## src/hw/rtl/mlr_pkg.sv

```systemverilog
`timescale 1ns / 1ps

package mlr_pkg;

  // action codes of an input word
  localparam logic ACT_START   = 1'b0;
  localparam logic ACT_ADVANCE = 1'b1;

  // depth of the queues between the parts
  localparam int Q_DEPTH = 2;

  // occupancy flags of a queue
  typedef struct packed {
    logic full;
    logic empty;
  } mlr_q_status_t;

endpackage

```

## src/hw/rtl/mlr_fifo.sv

```systemverilog
`timescale 1ns / 1ps

module mlr_fifo import mlr_pkg::*; #(
  parameter int W     = 8,
  parameter int DEPTH = 2
) (
  input  logic          clk,
  input  logic          rst_n,
  input  logic          push,
  input  logic [W-1:0]  wdata,
  input  logic          pop,
  output logic [W-1:0]  rdata,
  output mlr_q_status_t status
);

  localparam int PTR_W = (DEPTH > 1) ? $clog2(DEPTH) : 1;
  localparam int CNT_W = $clog2(DEPTH + 1);

  logic [W-1:0]     mem_r [DEPTH];
  logic [PTR_W-1:0] wr_ptr_r, wr_ptr_nxt;
  logic [PTR_W-1:0] rd_ptr_r, rd_ptr_nxt;
  logic [CNT_W-1:0] count_r, count_nxt;
  logic             do_push, do_pop;

  assign status.full  = (count_r == CNT_W'(DEPTH));
  assign status.empty = (count_r == '0);
  assign do_push      = push && !status.full;
  assign do_pop       = pop && !status.empty;
  assign rdata        = mem_r[rd_ptr_r];

  always_comb begin
    wr_ptr_nxt = wr_ptr_r;
    rd_ptr_nxt = rd_ptr_r;
    count_nxt  = count_r;
    if (do_push) begin
      wr_ptr_nxt = (wr_ptr_r == PTR_W'(DEPTH - 1)) ? '0 : wr_ptr_r + PTR_W'(1);
    end
    if (do_pop) begin
      rd_ptr_nxt = (rd_ptr_r == PTR_W'(DEPTH - 1)) ? '0 : rd_ptr_r + PTR_W'(1);
    end
    if (do_push && !do_pop) begin
      count_nxt = count_r + CNT_W'(1);
    end else if (do_pop && !do_push) begin
      count_nxt = count_r - CNT_W'(1);
    end
  end

  always_ff @(posedge clk) begin
    if (!rst_n) begin
      wr_ptr_r <= '0;
      rd_ptr_r <= '0;
      count_r  <= '0;
    end else begin
      wr_ptr_r <= wr_ptr_nxt;
      rd_ptr_r <= rd_ptr_nxt;
      count_r  <= count_nxt;
    end
  end

  always_ff @(posedge clk) begin
    if (do_push) begin
      mem_r[wr_ptr_r] <= wdata;
    end
  end

endmodule

```

## src/hw/rtl/mlr_front.sv

```systemverilog
`timescale 1ns / 1ps

module mlr_front import mlr_pkg::*; #(
  parameter int COORD_BITS = 10
) (
  input  logic                    action,
  input  logic [COORD_BITS-1:0]   x_start,
  input  logic [COORD_BITS-1:0]   y_start,
  input  logic [COORD_BITS-1:0]   x_end,
  input  logic [COORD_BITS-1:0]   y_end,
  output logic [4*COORD_BITS+3:0] cmd
);

  localparam int C = COORD_BITS;

  logic         x_neg, y_neg, steep;
  logic [C-1:0] dx, dy, major, minor;

  // absolute deltas and major axis (x wins a tie)
  always_comb begin
    x_neg = (x_end < x_start);
    y_neg = (y_end < y_start);
    dx    = x_neg ? (x_start - x_end) : (x_end - x_start);
    dy    = y_neg ? (y_start - y_end) : (y_end - y_start);
    steep = (dy > dx);
    major = steep ? dy : dx;
    minor = steep ? dx : dy;
  end

  // setup fields are don't-care on an advance word
  assign cmd = {action, x_start, y_start, x_neg, y_neg, steep, major, minor};

endmodule

```

## src/hw/rtl/mlr_back.sv

```systemverilog
`timescale 1ns / 1ps

module mlr_back import mlr_pkg::*; #(
  parameter int COORD_BITS = 10
) (
  input  logic                    clk,
  input  logic                    rst_n,
  input  logic [4*COORD_BITS+3:0] cmd,
  input  logic                    cmd_valid,
  input  logic                    res_full,
  output logic                    fire,
  output logic [2*COORD_BITS+1:0] res
);

  localparam int C = COORD_BITS;
  localparam int D = COORD_BITS + 3;

  logic         c_act, c_xneg, c_yneg, c_steep;
  logic [C-1:0] c_xs, c_ys, c_major, c_minor;

  logic [C-1:0]   cur_x_r, cur_x_nxt, cur_y_r, cur_y_nxt;
  logic [D-1:0]   decision_r, decision_nxt;
  logic [C:0]     inc_straight_r, inc_straight_nxt;
  logic [D-1:0]   inc_diagonal_r, inc_diagonal_nxt;
  logic           x_neg_r, x_neg_nxt, y_neg_r, y_neg_nxt, steep_r, steep_nxt;
  logic [C-1:0]   steps_r, steps_nxt;
  logic           active_r, active_nxt;

  logic [C-1:0]   px, py;
  logic           pvalid, plast, dec_pos;

  function automatic logic [C-1:0] step_coord(input logic [C-1:0] v, input logic neg);
    step_coord = neg ? (v - C'(1)) : (v + C'(1));
  endfunction

  assign c_act   = cmd[4*C+3];
  assign c_xs    = cmd[4*C+2 -: C];
  assign c_ys    = cmd[3*C+2 -: C];
  assign c_xneg  = cmd[2*C+2];
  assign c_yneg  = cmd[2*C+1];
  assign c_steep = cmd[2*C];
  assign c_major = cmd[2*C-1 -: C];
  assign c_minor = cmd[C-1:0];

  assign fire    = cmd_valid && !res_full;
  assign dec_pos = !decision_r[D-1] && (decision_r != '0);
  assign res     = {px, py, pvalid, plast};

  always_comb begin
    cur_x_nxt        = cur_x_r;
    cur_y_nxt        = cur_y_r;
    decision_nxt     = decision_r;
    inc_straight_nxt = inc_straight_r;
    inc_diagonal_nxt = inc_diagonal_r;
    x_neg_nxt        = x_neg_r;
    y_neg_nxt        = y_neg_r;
    steep_nxt        = steep_r;
    steps_nxt        = steps_r;
    active_nxt       = active_r;
    px               = '0;
    py               = '0;
    pvalid           = 1'b0;
    plast            = 1'b0;
    unique case (c_act)
      ACT_START: begin
        cur_x_nxt        = c_xs;
        cur_y_nxt        = c_ys;
        decision_nxt     = {2'b00, c_minor, 1'b0} - {3'b000, c_major};
        inc_straight_nxt = {c_minor, 1'b0};
        inc_diagonal_nxt = {2'b00, c_minor, 1'b0} - {2'b00, c_major, 1'b0};
        x_neg_nxt        = c_xneg;
        y_neg_nxt        = c_yneg;
        steep_nxt        = c_steep;
        steps_nxt        = c_major;
        active_nxt       = (c_major != '0);
        px               = c_xs;
        py               = c_ys;
        pvalid           = 1'b1;
        plast            = (c_major == '0);
      end
      ACT_ADVANCE: begin
        if (active_r) begin
          if (dec_pos) begin
            decision_nxt = decision_r + inc_diagonal_r;
            cur_x_nxt    = step_coord(cur_x_r, x_neg_r);
            cur_y_nxt    = step_coord(cur_y_r, y_neg_r);
          end else begin
            decision_nxt = decision_r + {2'b00, inc_straight_r};
            if (steep_r) begin
              cur_y_nxt = step_coord(cur_y_r, y_neg_r);
            end else begin
              cur_x_nxt = step_coord(cur_x_r, x_neg_r);
            end
          end
          steps_nxt  = steps_r - C'(1);
          active_nxt = (steps_nxt != '0);
          px         = cur_x_nxt;
          py         = cur_y_nxt;
          pvalid     = 1'b1;
          plast      = !active_nxt;
        end
      end
      default: begin
      end
    endcase
  end

  always_ff @(posedge clk) begin
    if (!rst_n) begin
      cur_x_r        <= '0;
      cur_y_r        <= '0;
      decision_r     <= '0;
      inc_straight_r <= '0;
      inc_diagonal_r <= '0;
      x_neg_r        <= 1'b0;
      y_neg_r        <= 1'b0;
      steep_r        <= 1'b0;
      steps_r        <= '0;
      active_r       <= 1'b0;
    end else if (fire) begin
      cur_x_r        <= cur_x_nxt;
      cur_y_r        <= cur_y_nxt;
      decision_r     <= decision_nxt;
      inc_straight_r <= inc_straight_nxt;
      inc_diagonal_r <= inc_diagonal_nxt;
      x_neg_r        <= x_neg_nxt;
      y_neg_r        <= y_neg_nxt;
      steep_r        <= steep_nxt;
      steps_r        <= steps_nxt;
      active_r       <= active_nxt;
    end
  end

endmodule

```

## src/hw/rtl/midpoint_line_rasterizer.sv

```systemverilog
// Words go from the command queue via the back end to the result queue that drives out_.
// Throughput: one word per clock, set by the one-step add/compare in the back end;
// both sides run at full rate as long as pop keeps up.
// Reset (synchronous, rst_n low): queues empty, no line active, all back-end state zero.
`timescale 1ns / 1ps

module midpoint_line_rasterizer import mlr_pkg::*; #(
  parameter int COORD_BITS = 10
) (
  input  logic                  clk,
  input  logic                  rst_n,
  // input queue side
  input  logic                  push,
  output logic                  full,
  input  logic                  in_action,
  input  logic [COORD_BITS-1:0] in_x_start,
  input  logic [COORD_BITS-1:0] in_y_start,
  input  logic [COORD_BITS-1:0] in_x_end,
  input  logic [COORD_BITS-1:0] in_y_end,
  // result queue side
  output logic                  empty,
  input  logic                  pop,
  output logic [COORD_BITS-1:0] out_pixel_x,
  output logic [COORD_BITS-1:0] out_pixel_y,
  output logic                  out_valid_res,
  output logic                  out_last_pixel
);

  localparam int CMD_W = 4 * COORD_BITS + 4;
  localparam int RES_W = 2 * COORD_BITS + 2;

  // front end: deltas, octant and major axis of a start word
  logic [CMD_W-1:0] front_cmd;
  // command queue between front and back
  logic [CMD_W-1:0] cmd_word;
  mlr_q_status_t    cmd_st;
  // back end: stepping state, one word per fire
  logic             back_fire;
  logic [RES_W-1:0] back_res;
  // result queue toward the consumer
  logic [RES_W-1:0] res_word;
  mlr_q_status_t    res_st;

  mlr_front #(.COORD_BITS(COORD_BITS)) u_front (
    .action  (in_action),
    .x_start (in_x_start),
    .y_start (in_y_start),
    .x_end   (in_x_end),
    .y_end   (in_y_end),
    .cmd     (front_cmd)
  );

  // push is gated by full inside the queue
  mlr_fifo #(.W(CMD_W), .DEPTH(Q_DEPTH)) u_cmd_q (
    .clk    (clk),
    .rst_n  (rst_n),
    .push   (push),
    .wdata  (front_cmd),
    .pop    (back_fire),
    .rdata  (cmd_word),
    .status (cmd_st)
  );

  // back end fires when a command waits and the result queue has room
  mlr_back #(.COORD_BITS(COORD_BITS)) u_back (
    .clk       (clk),
    .rst_n     (rst_n),
    .cmd       (cmd_word),
    .cmd_valid (!cmd_st.empty),
    .res_full  (res_st.full),
    .fire      (back_fire),
    .res       (back_res)
  );

  mlr_fifo #(.W(RES_W), .DEPTH(Q_DEPTH)) u_res_q (
    .clk    (clk),
    .rst_n  (rst_n),
    .push   (back_fire),
    .wdata  (back_res),
    .pop    (pop),
    .rdata  (res_word),
    .status (res_st)
  );

  assign full  = cmd_st.full;
  assign empty = res_st.empty;

  // result word layout: pixel_x, pixel_y, valid, last
  assign out_pixel_x    = res_word[RES_W-1 -: COORD_BITS];
  assign out_pixel_y    = res_word[COORD_BITS+1 -: COORD_BITS];
  assign out_valid_res  = res_word[1];
  assign out_last_pixel = res_word[0];

  // an idle advance comes out as an all-zero word
  a_idle_zero: assert property (@(posedge clk) disable iff (!rst_n)
    (!empty && !out_valid_res) |->
      (out_pixel_x == '0 && out_pixel_y == '0 && !out_last_pixel))
    else $error("idle result word carries nonzero fields");

  // the end-point flag only rides on an emitted pixel
  a_last_valid: assert property (@(posedge clk) disable iff (!rst_n)
    (!empty && out_last_pixel) |-> out_valid_res)
    else $error("last_pixel set on a word without a pixel");

  // nothing is left in the result queue right after reset
  a_reset_empty: assert property (@(posedge clk) disable iff (!rst_n)
    $past(!rst_n) |-> (empty && !full))
    else $error("queues not cleared by reset");

endmodule

```

## config.mk

```make
export PLATFORM = sky130hd
export DESIGN_NAME = midpoint_line_rasterizer
export DESIGN_NICKNAME = d
export VERILOG_FILES = /design/src/hw/rtl/mlr_pkg.sv /design/src/hw/rtl/mlr_fifo.sv /design/src/hw/rtl/mlr_front.sv /design/src/hw/rtl/mlr_back.sv /design/src/hw/rtl/midpoint_line_rasterizer.sv
export SDC_FILE = /design/constraint.sdc
export NUM_CORES = 1
export LEC_CHECK = 0
export BUFFER_PORTS_ARGS = -buffer_cell sky130_fd_sc_hd__buf_2
export CORE_ASPECT_RATIO = 1.25
export CORE_MARGIN = 2
export CORE_UTILIZATION = 61
export CTS_CLUSTER_DIAMETER = 120
export DETAILED_ROUTE_END_ITERATION = 8
export PLACE_DENSITY = 0.8
export SLEW_MARGIN = 15
export SYNTH_ARGS = -nofsm -noshare
export SYNTH_HDL_FRONTEND = slang
export SYNTH_HIERARCHICAL = 1
export SYNTH_SLANG_ARGS = --single-unit
```

## constraint.sdc

```tcl
create_clock -name clk -period 8 [get_ports clk]
set_input_delay 1.2 -clock clk [delete_from_list [all_inputs] [get_ports clk]]
set_output_delay 1.2 -clock clk [all_outputs]
set_load 0.01 [all_outputs]
```

==> flow_summary.json, run 1 <==
{
  "seqPwrFrac": 0.306,
  "areaGrowthSynthToFinish_pct": 7.18,
  "grt_use_total": 0.261,
  "critPathKind": "primary input to flip-flop",
  "cts_buffers": 21,
  "worst-path-max-fanout": 14,
  "ys_seq_elements": 210,
  "max-slew-margin-rel": 0.325,
  "totalWireLength_um": 29400,
  "grt_max_degree": 57,
  "busiest_layer": "met2",
  "p_leak_nw": 5.88,
  "netlist_area_mm2": 0.0132,
  "viasPerCell": 6.04,
  "power_switching_mw": 2.35,
  "synth_cell_type_count": 79,
  "grt-ovfl-total": 0,
  "worst_setup_path_start_kind": "primary input",
  "synth_area_leaders": "edfxtp_1, dfxtp_1, ha_1",
  "rsz0062_at_grt": "no",
  "cts_resized": 0,
  "ys_async_sr_fraction": 0,
  "cellInternalPower_mw": 3.32,
  "cp-startpoint": "in_x_start[7]",
  "drc": 0,
  "fillers": 1696,
  "ir_drop_uv": 184,
  "worst-r2r-setup-slack_ps": 4110,
  "clk_pin_slew_ps": 60,
  "cts_tree": "built",
  "layout_worst_path_cycle_share": 0.703,
  "tightestPinTransition_ps": 1010,
  "sw_frac_of_total": 0.414,
  "wl_per_cell_um": 18.2,
  "synthCells": 1307,
  "timing.fmax_mhz": 178,
  "hpwlAfterDp_um": 21000,
  "reg2regPathDepth": 13,
  "cp-end-kind": "flip-flop",
  "synth_area_leader_cell": "edfxtp_1",
  "die_w_um": 136,
  "tns_ps": 0,
  "skew_ps": 12.9,
  "grtUsageMet3": 0.0413,
  "use_met2": 0.441,
  "syn_area_per_cell_um2": 10.1,
  "status": "complete, no violations",
  "required_ps": 8200,
  "setup.worst_path.end": "u_cmd_q/mem_r[0][3]",
  "r2r_end": "u_back/cur_x_r[9]",
  "cts_root_buffer": "clkbuf_16",
  "htreeDepth": 1,
  "drt_first_pass_iters": 5,
  "max_cap_violations": 0,
  "power_frac_comb": 0.531,
  "layout_common_cells": "edfxtp_1, nand2_1, ha_1, inv_1, a21oi_1",
  "design_area_mm2": 0.0141,
  "ant_nets": 0,
  "worst_slack_ps": 2370,
  "drive_gt1_frac": 0.160,
  "dieArea_mm2": 0.0228,
  "cp.arrival_ps": 5830,
  "place_area_mm2": 0.0135,
  "synth_edf_count": 132,
  "hold_path.class": "flip-flop to flip-flop",
  "coreArea_mm2": 0.0214,
  "final-hold-violation-count": 0,
  "pre_cts_ws_ps": 1880,
  "ys_seq_area_frac": 0.419,
  "total_power_mw": 5.67,
  "grt_pass1_vias": 9662,
  "p_per_area_mw_per_mm2": 401,
  "setup_viol": 0,
  "antenna_cells": 0,
  "vias": 9773,
  "finalNetCount": 1479,
  "hold_buffers": 0,
  "insertion_delay_ps": 500,
  "rows": 60,
  "hp-start": "u_back/inc_straight_r[10]",
  "min_period_ps": 5630,
  "clockBufferDepth": 3,
  "fin_hold_ws_ps": 449,
  "syn_nets": 1461,
  "grt_first_pass_wirelength_um": 47800,
  "grt_use_met1": 0.331,
  "post_cts_buffers": 0,
  "drt_first_iter_violations": 744,
  "slew_violations": 0,
  "portBuffers": 68,
  "die_h_um": 168,
  "clock-sinks": 210,
  "gp_congestion": 0.922,
  "final_common_cell": "edfxtp_1",
  "synth_top_area_frac": 0.300,
  "ys_warn_count": 6,
  "start_util": 0.617,
  "pwr-share-clk": 0.164,
  "ys.flop_type": "edfxtp_1",
  "io_pins": 69,
  "antenna_found_initial": 1
}
registers in the layout, indices dropped and copies added (netlist names), 2 cells and up, named ones only:
name and cells:
u_back/cur_x_r 10, u_back/cur_y_r 10, u_back/decision_r 13, u_back/inc_diagonal_r 11, u_back/inc_straight_r 10, u_back/steps_r 10, u_cmd_q/count_r 2, u_cmd_q/mem_r 88
u_res_q/count_r 2, u_res_q/mem_r 44
final cells by class:
cell class	instances	area [um2]	area share
well taps	279	349	0.0247
clock buffers	26	554	0.0392
multi-input cells	920	6860	0.485
repair buffers	78	415	0.0294
inverters	94	353	0.0250
clock inverters	10	81.3	0.00575
flip-flops and latches	210	5530	0.391
worst min path at each step:
| stage | to | slack (ps) | depth (start not counted) |
|---|---|---|---|
| finish | u_back/inc_straight_r[10] | 450 | 2 |
| global route | u_back/inc_straight_r[7] | 470 | 2 |
| CTS | u_back/inc_straight_r[7] | 450 | 2 |
| detailed placement | u_back/inc_straight_r[7] | 450 | 2 |
| global placement | u_back/inc_straight_r[8] | 440 | 2 |
| floorplan | u_back/inc_diagonal_r[5] | 430 | 2 |
logic make-up after synthesis:
family                     after synthesis  synth area share
AOI/OAI and AO/OA                      334             0.164
and+or+nand+nor                        306             0.113
DFF                                    210             0.419
buffers and inverters                  177            0.0623
muxes                                  115            0.0945
adders and majority gates              109             0.108
xor gates and xnor gates                56            0.0389
cell usage after synthesis (5+ instances only):
cell type and count:
fa_1 9, nor3_1 18, a31oi_1 18, nor2_1 70, nand2_1 102, mux2i_1 39, mux2_2 76, nand4_1 9
a221oi_1 5, buf_4 31, dfxtp_1 78, o221ai_1 8, xnor2_1 35, inv_1 89, and3_1 5, a211oi_1 12
nor2b_1 19, o22ai_1 14, clkbuf_1 36, and2_1 18, a22oi_1 7, inv_2 5, o21a_1 20, nand2b_1 16
or3_1 12, a21o_1 26, a21oi_1 89, o21ai_0 70, o211ai_1 6, ha_1 100, edfxtp_1 132, buf_2 8
xor2_1 18, nand3_1 14
critical path: stages:
cell,delay (ps)
buf_2,110
inv_1,50
ha_1,480
a21oi_1,140
o21ai_1,340
a211o_1,530
mux2i_1,360
xor2_1,270
ha_1,290
a21oi_1,150
o21ai_0,100
a2111oi_0,490
nand2_1,120
o21ai_2,680
inv_2,300
mux2i_1,220
layer usage:
metal / share of wire / wire length [um]
met3: 0.059 / 1740
met1: 0.42 / 12200
met2: 0.48 / 14200
met5: 0 / 0
met4: 0.039 / 1150
power groups by stage:
stage / Clock (mW) / Sequential [mW] / Combinational, mW
final: 0.928 / 1.73 / 3.01
after global routing: 0.986 / 1.77 / 3.33
after CTS: 0.945 / 1.73 / 2.99
after detailed placement: 0 / 1.75 / 2.96
after global placement: 0 / 1.74 / 2.90
after floorplan: 0 / 1.69 / 2.34
stage by stage:
stage | std cells | utilization
after floorplan | 1307 | -
after global placement | 1581 | 0.631
after detailed placement | 1581 | 0.631
after CTS | 1617 | 0.661
after global routing | 1617 | 0.661
final | 1617 | 0.661
Note: power is estimated with default switching activity, not from simulation.
==> run 2, diff against run 1 <==
==> constraint.sdc (replaced) <==
create_clock -name clk -period 5.5 [get_ports clk]
set_input_delay 0.825 -clock clk [delete_from_list [all_inputs] [get_ports clk]]
set_output_delay 0.825 -clock clk [all_outputs]
set_load 0.01 [all_outputs]
==> flow_summary.json, run 2 (synthesis results as in run 1) <==
{
  "grt_pass1_vias": 9832,
  "slew_violations": 0,
  "largest_register_ffs": 88,
  "reg_top3": "u_cmd_q/mem_r x88, u_res_q/mem_r x44, u_back/decision_r x13",
  "coreArea_mm2": 0.0214,
  "antenna_found_initial": 1,
  "setup_viol": 0,
  "top_register": "u_cmd_q/mem_r",
  "drt_first_pass_iters": 5,
  "skew_ps": 9.09,
  "viasPerCell": 6.07,
  "cts_tree": "built",
  "io_pins": 69,
  "final-hold-violation-count": 0,
  "dpl.cell_count": 1585,
  "hpwlAfterDp_um": 21500,
  "p_per_area_mw_per_mm2": 586,
  "finalNetCount": 1483,
  "clockBufferDepth": 3,
  "grt-ovfl-total": 0,
  "p_leak_nw": 5.89,
  "rows": 60,
  "areaGrowthSynthToFinish_pct": 7.32,
  "drt_first_iter_violations": 822,
  "antenna_cells": 0,
  "htreeDepth": 1,
  "dieArea_mm2": 0.0228,
  "rsz0062_at_grt": "no",
  "min_period_ps": 4790,
  "max-slew-margin-rel": 0.280,
  "hold_buffers": 0,
  "fin_hold_ws_ps": 452,
  "grt_first_pass_wirelength_um": 48800,
  "worst-path-max-fanout": 13,
  "final_common_cell": "edfxtp_1",
  "total_power_mw": 8.29,
  "worst_slack_ps": 708,
  "portBuffers": 68,
  "min_path_cells": 2,
  "die_w_um": 136,
  "grt_max_degree": 56,
  "cp.arrival_ps": 5110,
  "cp-end-kind": "flip-flop",
  "cts_root_buffer": "clkbuf_16",
  "grt_use_total": 0.266,
  "cts_buffers": 21,
  "totalWireLength_um": 29900,
  "finalNonFillerCells": 1622,
  "drc": 0,
  "start_util": 0.617,
  "clk_pin_slew_ps": 60,
  "tightestPinTransition_ps": 1080,
  "gp_congestion": 0.915,
  "pre_cts_ws_ps": 307,
  "cts_resized": 0,
  "layout_worst_path_cycle_share": 0.871,
  "post_cts_buffers": 0,
  "required_ps": 5820,
  "crit_chain": "buf_2 -> inv_1 -> ha_1 -> a21oi_1 -> o21ai_1 -> a211o_1 -> mux2i_1 -> xor2_1 -> ha_1 -> a21oi_1 -> o21ai_0 -> a2111oi_0 -> nand2_1 -> o21ai_2 -> buf_4 -> mux2i_1",
  "worst_setup_path_start_kind": "primary input",
  "hold_path.class": "flip-flop to flip-flop",
  "critPathKind": "primary input to flip-flop",
  "drive_gt1_frac": 0.162,
  "wl_per_cell_um": 18.4,
  "insertion_delay_ps": 500,
  "status": "complete, no violations",
  "layout_common_cells": "edfxtp_1, nand2_1, ha_1, inv_1, a21oi_1",
  "vias": 9853,
  "max_cap_violations": 0,
  "tns_ps": 0,
  "reg2regPathDepth": 12,
  "timing.fmax_mhz": 209,
  "die_h_um": 168,
  "crit_path_max_incr_delay_ps": 560,
  "slowest_stage": "a2111oi_0",
  "ir_drop_uv": 294,
  "clock-sinks": 210,
  "ant_nets": 0
}
run 2: cell types whose count changed in the layout (fill, tap and decap cells not counted), sizes merged:
| cell | before | now |
|---|---|---|
| buf | 78 | 82 |
| clkbuf | 26 | 27 |
run 2: worst paths after layout:
check                            startpoint                        end  slack (ps)
setup / recovery              in_x_start[7]        u_cmd_q/mem_r[0][6]         710
hold / removal    u_back/inc_straight_r[10]  u_back/inc_straight_r[10]         450
setup reg to reg       u_back/decision_r[2]       u_back/decision_r[9]        2040
hold reg to reg   u_back/inc_straight_r[10]  u_back/inc_straight_r[10]         450
run 2: layer usage:
layer  share of wire  vias up  GRT usage
met5         0.00044        -          0
li1                -     4760          -
met1            0.41     4733      0.335
met2            0.50      285      0.471
met3           0.054       73     0.0319
met4           0.033        2     0.0951
run 2: critical path: cells and delay by family:
| kind | cells | cell delay [ps] |
|---|---|---|
| AO/OA/AOI/OAI | 7 | 1950 |
| XOR/XNOR | 1 | 290 |
| adder cells (fa/ha/maj) | 2 | 780 |
| buffers and inverters | 3 | 450 |
| multiplexers | 2 | 680 |
| AND/OR/NAND/NOR | 1 | 130 |
run 2: where the power goes:
group / internal (mW) / total, mW / switching [mW]
Combinational: 1.82 / 4.39 / 2.57
Clock: 0.752 / 1.34 / 0.588
Sequential: 2.26 / 2.56 / 0.300
run 2: cell type report:
class,instances,area (um2)
Fill cell,1692,7240
Multi-Input combinational cell,920,6860
Clock buffer,27,548
Tap cell,279,349
Sequential cell,210,5530
Inverter,94,353
Timing Repair Buffer,82,445
Clock inverter,10,81.3
run 2: per-stage QoR:
| step | area (um2) | util |
|---|---|---|
| after floorplan | 13200 | - |
| after global placement | 13500 | 0.632 |
| after detailed placement | 13500 | 0.632 |
| after CTS | 14200 | 0.662 |
| after global routing | 14200 | 0.662 |
| final | 14200 | 0.662 |
==> run 3, diff against run 2 <==
--- a/config.mk
+++ b/config.mk
@@ -7,7 +7,7 @@
 export LEC_CHECK = 0
 export BUFFER_PORTS_ARGS = -buffer_cell sky130_fd_sc_hd__buf_2
 export CORE_ASPECT_RATIO = 1.25
-export CORE_MARGIN = 2
+export CORE_MARGIN = 1
 export CORE_UTILIZATION = 61
 export CTS_CLUSTER_DIAMETER = 120
 export DETAILED_ROUTE_END_ITERATION = 8
==> flow_summary.json, run 3 (synthesis results as in run 1) <==
{
  "top_register": "u_cmd_q/mem_r",
  "timing.fmax_mhz": 213,
  "vias": 9899,
  "max-slew-margin-rel": 0.291,
  "wl_per_cell_um": 18.6,
  "final_common_cell": "edfxtp_1",
  "crit_chain": "buf_2 -> ha_1 -> fa_1 -> nor2b_1 -> o2111ai_1 -> a31oi_2 -> nor2_4 -> mux2i_1 -> xor2_1 -> inv_1 -> ha_1 -> a21oi_1 -> o21ai_0 -> a2111oi_0 -> nand2_1 -> o21ai_2 -> inv_2 -> mux2i_1",
  "drc": 0,
  "htreeDepth": 1,
  "post_cts_buffers": 0,
  "viasPerCell": 6.10,
  "worst-r2r-setup-slack_ps": 1760,
  "worst_slack_ps": 795,
  "drt_first_iter_violations": 766,
  "grt_pass1_vias": 9777,
  "required_ps": 5720,
  "antenna_found_initial": 0,
  "die_w_um": 134,
  "use_met2": 0.489,
  "ir_drop_uv": 308,
  "rows": 59,
  "multi_input_area_mm2": 0.00686,
  "fin_hold_ws_ps": 457,
  "die_h_um": 166,
  "layout_common_cells": "edfxtp_1, nand2_1, ha_1, inv_1, a21oi_1",
  "min_period_ps": 4710,
  "status": "complete, no violations",
  "reg_top3": "u_cmd_q/mem_r x88, u_res_q/mem_r x44, u_back/decision_r x13",
  "worst-path-max-fanout": 10,
  "p_leak_nw": 5.98,
  "worst_setup_path_start_kind": "primary input",
  "grt-ovfl-total": 0,
  "pre_cts_ws_ps": 301,
  "skew_ps": 10.6,
  "slew_violations": 0,
  "areaGrowthSynthToFinish_pct": 8.47,
  "hpwlAfterDp_um": 21400,
  "grtUsageMet3": 0.0280,
  "dpl.cell_count": 1582,
  "drive_gt1_frac": 0.168,
  "tightestPinTransition_ps": 1060,
  "crit_path_max_incr_delay_ps": 480,
  "start_util": 0.627,
  "cts_buffers": 22,
  "insertion_delay_ps": 510,
  "ant_nets": 0,
  "drt_first_pass_iters": 5,
  "max_cap_violations": 0,
  "critPathKind": "primary input to flip-flop",
  "tns_ps": 0,
  "antenna_cells": 0,
  "cp-end-kind": "flip-flop",
  "setup_viol": 0,
  "cts_tree": "built",
  "io_pins": 69,
  "coreArea_mm2": 0.0210,
  "hold_buffers": 0,
  "clockBufferDepth": 3,
  "cts_resized": 0,
  "grt_max_degree": 57,
  "p_per_area_mw_per_mm2": 599,
  "busiest_layer": "met2",
  "grt_first_pass_wirelength_um": 48900,
  "min_path_cells": 2,
  "final-hold-violation-count": 0,
  "clk_pin_slew_ps": 60,
  "slowest_stage": "a2111oi_0",
  "reg2regPathDepth": 12,
  "rsz0062_at_grt": "no",
  "grt_use_met1": 0.338,
  "fillers": 1623,
  "gp_congestion": 0.902,
  "totalWireLength_um": 30200,
  "seqCellArea_mm2": 0.00553,
  "finalNonFillerCells": 1622,
  "hold_path.class": "flip-flop to flip-flop",
  "cp.arrival_ps": 4930,
  "finalNetCount": 1486,
  "portBuffers": 68,
  "layout_worst_path_cycle_share": 0.855,
  "largest_register_ffs": 88,
  "grt_use_total": 0.274,
  "dieArea_mm2": 0.0222,
  "clock-sinks": 210,
  "cts_root_buffer": "clkbuf_16"
}
-- run 3: cell types whose count changed in the layout (fill, tap and decap cells not counted) --
| cell | delta |
|---|---|
| inv_6 | +1 |
| clkinvlp_4 | -2 |
| bufinv_16 | +3 |
| clkinv_2 | +2 |
| buf_4 | +2 |
| clkinv_1 | +1 |
| clkbuf_8 | +1 |
| clkbuf_16 | +2 |
| clkbuf_1 | -5 |
-- run 3: per-layer routing --
layer	share of wire	vias up	routed length, um
met5	0	-	0
met4	0.033	0	986
met3	0.047	72	1410
met2	0.50	303	15200
met1	0.42	4747	12700
li1	-	4777	-
-- run 3: layout make-up --
class | count | area share
Sequential cell | 210 | 0.386
Multi-Input combinational cell | 920 | 0.479
Timing Repair Buffer | 84 | 0.0322
Clock inverter | 15 | 0.0125
Tap cell | 274 | 0.0240
Inverter | 94 | 0.0247
Clock buffer | 25 | 0.0414
-- run 3: worst paths after layout --
path | from | to
max | in_y_start[0] | u_cmd_q/mem_r[0][3]
min | u_back/inc_straight_r[8] | u_back/inc_straight_r[8]
max reg2reg | flip-flop | u_back/cur_x_r[9]
min reg2reg | u_back/inc_straight_r[8] | u_back/inc_straight_r[8]
-- run 3: worst max-delay path, delay by kind of cell --
family	cells	cell delay, ps
AO/OA/AOI/OAI	6	1610
adder cells (fa/ha/maj)	3	950
AND/OR/NAND/NOR	3	450
buffers and inverters	3	420
multiplexers	2	380
XOR/XNOR	1	270
-- run 3: power by group --
| part | leakage, nW | switching [mW] | total [mW] | internal, mW |
|---|---|---|---|---|
| registers | 1.87 | 0.312 | 2.58 | 2.26 |
| logic | 3.73 | 2.58 | 4.40 | 1.83 |
| clock network | 0.381 | 0.626 | 1.59 | 0.963 |
| total | 5.98 | 3.51 | 8.57 | 5.06 |
-- run 3: through the flow --
stage / utilization / power, mW / cell area [um2]
final: 0.680 / 8.57 / 14300
after global routing: 0.680 / 9.13 / 14300
after CTS: 0.680 / 8.53 / 14300
after detailed placement: 0.643 / 6.89 / 13500
after global placement: 0.643 / 6.77 / 13500
after floorplan: - / 5.87 / 13200
